File: src/rtl/acx_pkg.sv
// Package for the add-with-carry executor: sizes, opcodes, addressing modes,
// controller states and the command/status structs between controller and datapath.
// No dependencies.
package acx_pkg;

  localparam int ADDR_BITS    = 16;
  localparam int MEM_DEPTH    = 1 << ADDR_BITS;
  localparam int CFG_IDX_BITS = 2;

  localparam logic [CFG_IDX_BITS-1:0] CFG_INDEX_X = CFG_IDX_BITS'(0);
  localparam logic [CFG_IDX_BITS-1:0] CFG_INDEX_Y = CFG_IDX_BITS'(1);

  localparam logic [7:0] OP_ADC_IMM  = 8'h69;
  localparam logic [7:0] OP_ADC_ZP   = 8'h65;
  localparam logic [7:0] OP_ADC_ZPX  = 8'h75;
  localparam logic [7:0] OP_ADC_ABS  = 8'h6D;
  localparam logic [7:0] OP_ADC_ABSX = 8'h7D;
  localparam logic [7:0] OP_ADC_ABSY = 8'h79;
  localparam logic [7:0] OP_ADC_INDX = 8'h61;
  localparam logic [7:0] OP_ADC_INDY = 8'h71;

  localparam logic [2:0] CYC_NONE = 3'd0;
  localparam logic [2:0] CYC_IMM  = 3'd2;
  localparam logic [2:0] CYC_ZP   = 3'd3;
  localparam logic [2:0] CYC_MID  = 3'd4;
  localparam logic [2:0] CYC_IND  = 3'd6;

  typedef enum logic [3:0] {
    AM_IMM, AM_ZP, AM_ZPX, AM_ABS, AM_ABSX, AM_ABSY, AM_INDX, AM_INDY, AM_BAD
  } addr_mode_t;

  typedef enum logic [3:0] {
    S_IDLE, S_B1, S_B2, S_PTR_LO, S_PTR_HI, S_PTR_W, S_RD_EA, S_ADD, S_DONE
  } state_t;

  typedef enum logic [2:0] {
    AS_PC1, AS_PC2, AS_ZP, AS_ZP1, AS_EA
  } addr_sel_t;

  typedef struct packed {
    logic      accept;
    logic      cap_b1;
    logic      cap_b2;
    logic      cap_ptr_lo;
    logic      do_add;
    logic      load_out;
    addr_sel_t addr_sel;
  } cmd_t;

  typedef struct packed {
    addr_mode_t am;
  } status_t;

  function automatic addr_mode_t decode_am(input logic [7:0] op);
    addr_mode_t am;
    case (op)
      OP_ADC_IMM:  am = AM_IMM;
      OP_ADC_ZP:   am = AM_ZP;
      OP_ADC_ZPX:  am = AM_ZPX;
      OP_ADC_ABS:  am = AM_ABS;
      OP_ADC_ABSX: am = AM_ABSX;
      OP_ADC_ABSY: am = AM_ABSY;
      OP_ADC_INDX: am = AM_INDX;
      OP_ADC_INDY: am = AM_INDY;
      default:     am = AM_BAD;
    endcase
    return am;
  endfunction

  function automatic logic [2:0] am_cycles(input addr_mode_t am);
    logic [2:0] c;
    case (am)
      AM_IMM:  c = CYC_IMM;
      AM_ZP:   c = CYC_ZP;
      AM_ZPX, AM_ABS, AM_ABSX, AM_ABSY: c = CYC_MID;
      AM_INDX, AM_INDY: c = CYC_IND;
      default: c = CYC_NONE;
    endcase
    return c;
  endfunction

  // instruction length in bytes
  function automatic logic [1:0] am_len(input addr_mode_t am);
    logic [1:0] l;
    case (am)
      AM_ABS, AM_ABSX, AM_ABSY: l = 2'd3;
      default: l = 2'd2;
    endcase
    return l;
  endfunction

endpackage

File: src/rtl/acx_ctrl.sv
// Controller state machine: sequences operand fetches, the add and result hand-off.
// Uses acx_pkg types; drives the datapath through cmd_t.
module acx_ctrl (
  input  logic             clk,
  input  logic             rst,
  input  logic             in_valid,
  input  logic             in_mode,
  output logic             in_ready,
  output logic             out_valid,
  input  logic             out_ready,
  input  acx_pkg::status_t status,
  output acx_pkg::cmd_t    cmd
);

  acx_pkg::state_t state, state_next;

  always_ff @(posedge clk) begin
    if (rst) begin
      state     <= acx_pkg::S_IDLE;
      out_valid <= 1'b0;
    end else begin
      state     <= state_next;
      out_valid <= cmd.load_out | (out_valid & ~out_ready);
    end
  end

  always_comb begin
    state_next = state;
    unique case (state)
      acx_pkg::S_IDLE: begin
        if (in_valid) state_next = in_mode ? acx_pkg::S_B1 : acx_pkg::S_DONE;
      end
      acx_pkg::S_B1: state_next = acx_pkg::S_B2;
      acx_pkg::S_B2: begin
        unique case (status.am) inside
          acx_pkg::AM_BAD:                   state_next = acx_pkg::S_DONE;
          acx_pkg::AM_IMM:                   state_next = acx_pkg::S_ADD;
          acx_pkg::AM_INDX, acx_pkg::AM_INDY: state_next = acx_pkg::S_PTR_LO;
          default:                           state_next = acx_pkg::S_RD_EA;
        endcase
      end
      acx_pkg::S_PTR_LO: state_next = acx_pkg::S_PTR_HI;
      acx_pkg::S_PTR_HI: state_next = acx_pkg::S_PTR_W;
      acx_pkg::S_PTR_W:  state_next = acx_pkg::S_RD_EA;
      acx_pkg::S_RD_EA:  state_next = acx_pkg::S_ADD;
      acx_pkg::S_ADD:    state_next = acx_pkg::S_DONE;
      acx_pkg::S_DONE: begin
        if (!out_valid || out_ready) state_next = acx_pkg::S_IDLE;
      end
      default: state_next = acx_pkg::S_IDLE;
    endcase
  end

  always_comb begin
    in_ready       = 1'b0;
    cmd.accept     = 1'b0;
    cmd.cap_b1     = 1'b0;
    cmd.cap_b2     = 1'b0;
    cmd.cap_ptr_lo = 1'b0;
    cmd.do_add     = 1'b0;
    cmd.load_out   = 1'b0;
    cmd.addr_sel   = acx_pkg::AS_PC1;
    unique case (state)
      acx_pkg::S_IDLE: begin
        in_ready   = 1'b1;
        cmd.accept = in_valid;
      end
      acx_pkg::S_B1: begin
        cmd.cap_b1   = 1'b1;
        cmd.addr_sel = acx_pkg::AS_PC2;
      end
      acx_pkg::S_B2:     cmd.cap_b2 = 1'b1;
      acx_pkg::S_PTR_LO: cmd.addr_sel = acx_pkg::AS_ZP;
      acx_pkg::S_PTR_HI: begin
        cmd.cap_ptr_lo = 1'b1;
        cmd.addr_sel   = acx_pkg::AS_ZP1;
      end
      acx_pkg::S_PTR_W:  cmd.cap_b2 = 1'b1;
      acx_pkg::S_RD_EA:  cmd.addr_sel = acx_pkg::AS_EA;
      acx_pkg::S_ADD:    cmd.do_add = 1'b1;
      acx_pkg::S_DONE:   cmd.load_out = !out_valid || out_ready;
      default: ;
    endcase
  end

  a_no_overwrite: assert property (@(posedge clk) disable iff (rst)
    cmd.load_out |-> (!out_valid || out_ready))
    else $error("result overwritten before taken");

  a_exec_fetch: assert property (@(posedge clk) disable iff (rst)
    (cmd.accept && in_mode) |=> state == acx_pkg::S_B1)
    else $error("execute word did not start operand fetch");

  a_valid_source: assert property (@(posedge clk) disable iff (rst)
    $rose(out_valid) |-> $past(cmd.load_out))
    else $error("result valid without load");

  a_no_add_bad: assert property (@(posedge clk) disable iff (rst)
    cmd.do_add |-> status.am != acx_pkg::AM_BAD)
    else $error("add on unknown opcode");

endmodule

File: config.mk
export PLATFORM = sky130hd
export DESIGN_NAME = acx_ctrl
export DESIGN_NICKNAME = d
export VERILOG_FILES = /design/src/rtl/acx_pkg.sv /design/src/rtl/acx_ctrl.sv
export SDC_FILE = /design/constraint.sdc
export NUM_CORES = 1
export LEC_CHECK = 0
export BUFFER_PORTS_ARGS = -buffer_cell sky130_fd_sc_hd__buf_4
export CAP_MARGIN = 20
export CORE_AREA = 4 4 41 43
export CTS_BUF_LIST = sky130_fd_sc_hd__clkbuf_8
export CTS_CLUSTER_DIAMETER = 80
export CTS_CLUSTER_SIZE = 20
export DETAILED_ROUTE_END_ITERATION = 10
export DIE_AREA = 0 0 45 47
export SLEW_MARGIN = 20
export SYNTH_ARGS = -nofsm -noshare
export SYNTH_HDL_FRONTEND = slang
export SYNTH_SLANG_ARGS = --single-unit
File: constraint.sdc
create_clock -name clk -period 3 [get_ports clk]
set_input_delay 0.6 -clock clk [delete_from_list [all_inputs] [get_ports clk]]
set_output_delay 0.6 -clock clk [all_outputs]
set_load 0.02 [all_outputs]
==> results.cfg, run 1 <==
[worst_setup_path]
end_kind = output port
start_kind = register
arrival_ps = 1490
critical-path-max-stage-delay_ps = 610
worst-path-buf-inv = 1
crit_chain = nand2b_1 -> o22a_1 -> nor2_1 -> buf_4
critical_path.max_fanout = 13
critical_path_class = reg -> out
crit_slowest_cell = dfxtp_1
worst_ep_required_time_ps = 2400
critPathTopFamily = flip-flops

[grt]
first_global_vias = 394
grt_pass1_wl_um = 1770
gr-usage-all-layers = 0.116
grt_max_degree = 18
antenna_found_initial = 0
gr-total-overflow = 0

[routing]
num_vias = 465
viasPerCell = 5.05
dr.max_layer_used = met4
post_drt_wl_per_cell_um = 11.3
initialDrtViolationCount = 7
wirelength_um = 1040
drtAntennaViolNets = 0
drcViolationCount = 0
drt-met1-wl_um = 522
dr_wl_met2_um = 432
first_pass_iters = 3
wl_met3_um = 65

[synthesis]
syn_nets = 68
yosysUniqueCellTypes = 28
synthTopCellsByArea = dfxtp_1 23%, nand2b_1 8.6%, nor2_1 6.0%
yosys_warnings = 0
yosys.area.top_type = dfxtp_1
synth_area_um2 = 435
synth_top_cell_area_share = 0.230
synthCells = 59
seq_area_frac_synth = 0.230
syn-mean-instance-area_um2 = 7.38
ys_seq_elements = 5

[finish]
drive_gt1_frac = 0.312
diodes = 0
layout.cells.non_filler = 92
final_nets = 87
multi_input_area_um2 = 307
area.growth.synth_to_final_pct = 41.7
fillers = 143
seq_area_um2 = 100

[worst_hold_path]
min_path_type = reg -> reg

[clocking]
insertion_delay_ps = 220
post_cts_buffers = 0
holdBufCountCts = 0
root_buffer = clkbuf_8
numCtsBuffers = 3
cts_resized = 0
cts.path.max_buffers = 2
cts_tree = yes
htreeDepth = 1
clk_pin_slew_ps = 40
cts_sinks = 5

[floorplanning]
start_util = 0.335
row_count = 13
core_um2 = 1300
dieArea_um2 = 2120
die_h_um = 47
die_w_um = 45
pin_count = 20

[sta]
setup_viol = 0
fin_crit_ps = 2090
slew_violations = 0
max_freq_ghz = 0.479
rsz0062_at_grt = no
period_share = 0.696
worst_slew_pin_slew_ps = 533
finalHoldViolations = 0
finalSetupTns_ps = 0
clock_skew_ps = 0.471
max_slew_margin = 0.645

[placement]
numPlacedInstances = 88
hpwl_um = 780
portBuffers = 19
routabilityCongestion = 0.732

[status]
status = finished clean

[power]
vdd_drop_max_mv = 0.238
p_leak_nw = 0.255
pwr_density_cell_nw_per_um2 = 484
p_total_mw = 0.298

[run]
drv_cap = 0
cell usage after synthesis (all sizes together):
library cell,n
nor3,4
o211ai,2
dfxtp,5
nand2b,6
buf,3
or2,1
a21oi,3
a211oi,1
or4b,1
a221oi,1
nor4b,2
clkbuf,2
and3,2
nor4,2
inv,1
o22a,1
nor2,7
and2,2
a2111oi,1
o32ai,1
nor2b,2
xor2,1
o21ai,2
nand2,5
a21boi,1
per-layer routing:
layer,track usage,up-vias
met2,0.155,11
met3,0.0536,3
li1,-,248
met5,0,-
met4,0.0526,0
met1,0.157,203
cell families (layout without fill, tap and decap cells):
kind of cell,count (synthesis),after routing,synth area share
AO/OA/AOI/OAI,13,13,0.221
XOR/XNOR,1,1,0.0201
buffers and inverters,6,24,0.0661
flip-flops,5,5,0.230
AND/OR/NAND/NOR,34,34,0.463
sequential cells by signal (all words and copies together), names as in the netlist:
register and cells:
out_valid 1, state 4
cell usage in the layout (no fill, tap or decap), types with 2 or more instances in the layout:
cell and count:
clkbuf_8 3, nand2b_1 6, nor2b_1 2, o211ai_1 2
and3_1 2, nand2_1 5, a21oi_1 3, dfxtp_1 5
nor4_1 2, inv_1 2, nor2_1 7, nor3_1 4
buf_4 19, and2_1 2
worst paths after layout:
path	from	end	slack [ps]	cells past startpoint
worst max-delay path	state[2]	cmd[1]	910	4
worst min-delay path	out_valid	out_valid	520	2
worst max register to register	state[1]	state[2]	1440	3
worst min register to register	out_valid	out_valid	520	2
worst register-to-register path: cells and delay by family, from the launching register on:
family | cells | cell delay [ps]
AOI/OAI and AO/OA | 2 | 510
DFF | 1 | 620
and+or+nand+nor | 1 | 340
cell type report:
class	count	area share
Clock buffer	3	0.0669
Clock inverter	1	0.00609
Inverter	1	0.00609
Multi-Input combinational cell	48	0.497
Sequential cell	5	0.162
Tap cell	15	0.0304
Timing Repair Buffer	19	0.231
through the flow:
stage | worst slack (ps) | util | hold slack [ps] | instance area [um2]
after floorplan | 822 | - | 580 | 435
after global placement | 1190 | 0.439 | 523 | 572
after detailed placement | 1160 | 0.439 | 521 | 572
after CTS | 927 | 0.474 | 524 | 617
after global routing | 800 | 0.474 | 573 | 617
final | 911 | 0.474 | 520 | 617
power breakdown:
part           internal, mW  switching, mW
clock                0.0879         0.0356
combinational        0.0429         0.0427
sequential           0.0721         0.0172
(Power assumes the default switching activity.)
==> inputs of run 2 (changes only) <==
- ABC_AREA: unset -> 1
- clock period: 3 -> 1.8 ns (I/O delays scaled with it)
==> results.cfg, run 2 <==
[synthesis]
syn-mean-instance-area_um2 = 6.00
yosysUniqueCellTypes = 21
syn_nets = 82
ys_seq_elements = 5
yosys.area.top_type = dfxtp_1
seq_area_frac_synth = 0.229
synthArstFlopShare = 0
synth_top_cell_area_share = 0.229
yosys_warnings = 0
synth_edf_count = 0
synthCells = 73
synth_commonest_cells = 18 x nand2_1, 11 x inv_1, 10 x nor2_1
synth_flop_cell = dfxtp_1
yosysMostFrequentCell = nand2_1
synthTopCellsByArea = dfxtp_1 23%, nand2_1 15%, inv_1 9.4%
synth_area_um2 = 438

[grt]
antenna_found_initial = 0
gr-total-overflow = 0
grt_max_degree = 7
first_global_vias = 426
gr-usage-all-layers = 0.108
grt_pass1_wl_um = 1650

[worst_setup_path]
worst_ep_required_time_ps = 1440
critPathTopFamily = flip-flops
critical-path-max-stage-delay_ps = 380
worst-path-buf-inv = 4
arrival_ps = 1230
rr_startpoint = state[0]
crit_chain = inv_2 -> nor2_4 -> inv_2 -> nor2_2 -> inv_2 -> nand2_1 -> buf_4
crit_path_frequent_cell = inv_2
crit_slowest_cell = dfxtp_1
critical_path_class = reg -> out
start_kind = register
critical_path.max_fanout = 5
startpoint = state[2]
end_kind = output port

[sta]
setup_viol = 0
slew_violations = 0
worst_slew_pin_slew_ps = 240
finalHoldViolations = 0
max_freq_ghz = 0.628
max_slew_margin = 0.838
rsz0062_at_grt = no
timing.final.ws_setup_ps = 208
fin_crit_ps = 1590
period_share = 0.884
clock_skew_ps = 1.24
finalSetupTns_ps = 0

[floorplanning]
core_um2 = 1300
row_count = 13
dieArea_um2 = 2120
start_util = 0.337
die_h_um = 47
die_w_um = 45
pin_count = 20

[finish]
final_cell_mix = 19 x buf_4, 18 x nand2_1, 12 x inv_1
largest_reg_flops = 4
fillers = 141
final_common_cell = buf_4
area.growth.synth_to_final_pct = 47.1
final_nets = 106
top_regs = state x4, out_valid x1
drive_gt1_frac = 0.396
top_register = state
diodes = 0
seq_area_um2 = 100
multi_input_area_um2 = 274

[routing]
first_pass_iters = 4
initialDrtViolationCount = 8
post_drt_wl_per_cell_um = 9.57
drtAntennaViolNets = 0
viasPerCell = 4.43
wirelength_um = 1060
drcViolationCount = 0
num_vias = 492

[clocking]
cts_sinks = 5
cts_resized = 0
clk_pin_slew_ps = 40
numCtsBuffers = 3
cts_tree = yes
post_cts_buffers = 0
cts.path.max_buffers = 2
holdBufCountCts = 0
insertion_delay_ps = 220
root_buffer = clkbuf_8
htreeDepth = 1

[run]
drv_cap = 0

[power]
pwr_density_cell_nw_per_um2 = 1140
vdd_drop_max_mv = 0.442
p_leak_nw = 0.350

[status]
status = finished clean

[worst_hold_path]
hold_start = rst
min_path_type = in -> reg

[placement]
routabilityCongestion = 0.762
portBuffers = 19
hpwl_um = 893
place_ws_ps = 440
[run 2: cell types whose count changed after synthesis, sizes merged, moves of 3 or more]
cell    before  now
buf          3    0
inv          1   17
nand2        5   21
nand2b       6    0
nand3        0    3
nor2         7   14
[run 2: per-layer routing]
metal  share of wire  routed length (um)  GRT usage
met5               0                   0          0
met4           0.024                  25     0.0702
met3           0.068                  72     0.0115
met2            0.46                 485      0.186
met1            0.45                 479      0.128
[run 2: area by class of cell]
type,instances,area share
Clock inverter,1,0.00583
Tap cell,15,0.0291
Multi-Input combinational cell,51,0.425
Sequential cell,5,0.155
Inverter,17,0.0990
Timing Repair Buffer,19,0.221
Clock buffer,3,0.0641
[run 2: cells by family after synthesis]
kind of cell,after synthesis,synth area share
buffers and inverters,17,0.146
AOI/OAI and AO/OA,8,0.114
DFF,5,0.229
and+or+nand+nor,43,0.511
[run 2: worst register-to-register path: stages, from the launching register on]
cell and delay, ps:
dfxtp_1 340, inv_2 100, nand2_2 70, nor2_4 160
nand2_1 80, nand3_1 70, nand2_1 70, a21oi_2 110
[run 2: path summary, 6_finish.rpt]
path / endpoint / slack, ps / cells after the start
max reg2reg: state[3] / 750 / 7
max: cmd[0] / 210 / 7
min reg2reg: state[3] / 570 / 4
min: state[3] / 330 / 2
[run 2: metrics by stage]
step                total power [mW]  cells  hold slack, ps   util  cell area [um2]
floorplan                      0.409     73             422      -              438
global placement               0.529    107             560  0.461              599
detailed placement             0.530    107             559  0.461              599
CTS                            0.733    111             332  0.495              644
global route                   0.774    111             332  0.495              644
finish                         0.732    111             328  0.495              644
[run 2: power breakdown]
part / internal (mW) / switching, mW
sequential: 0.130 / 0.0220
combinational: 0.149 / 0.224
clock: 0.147 / 0.0607
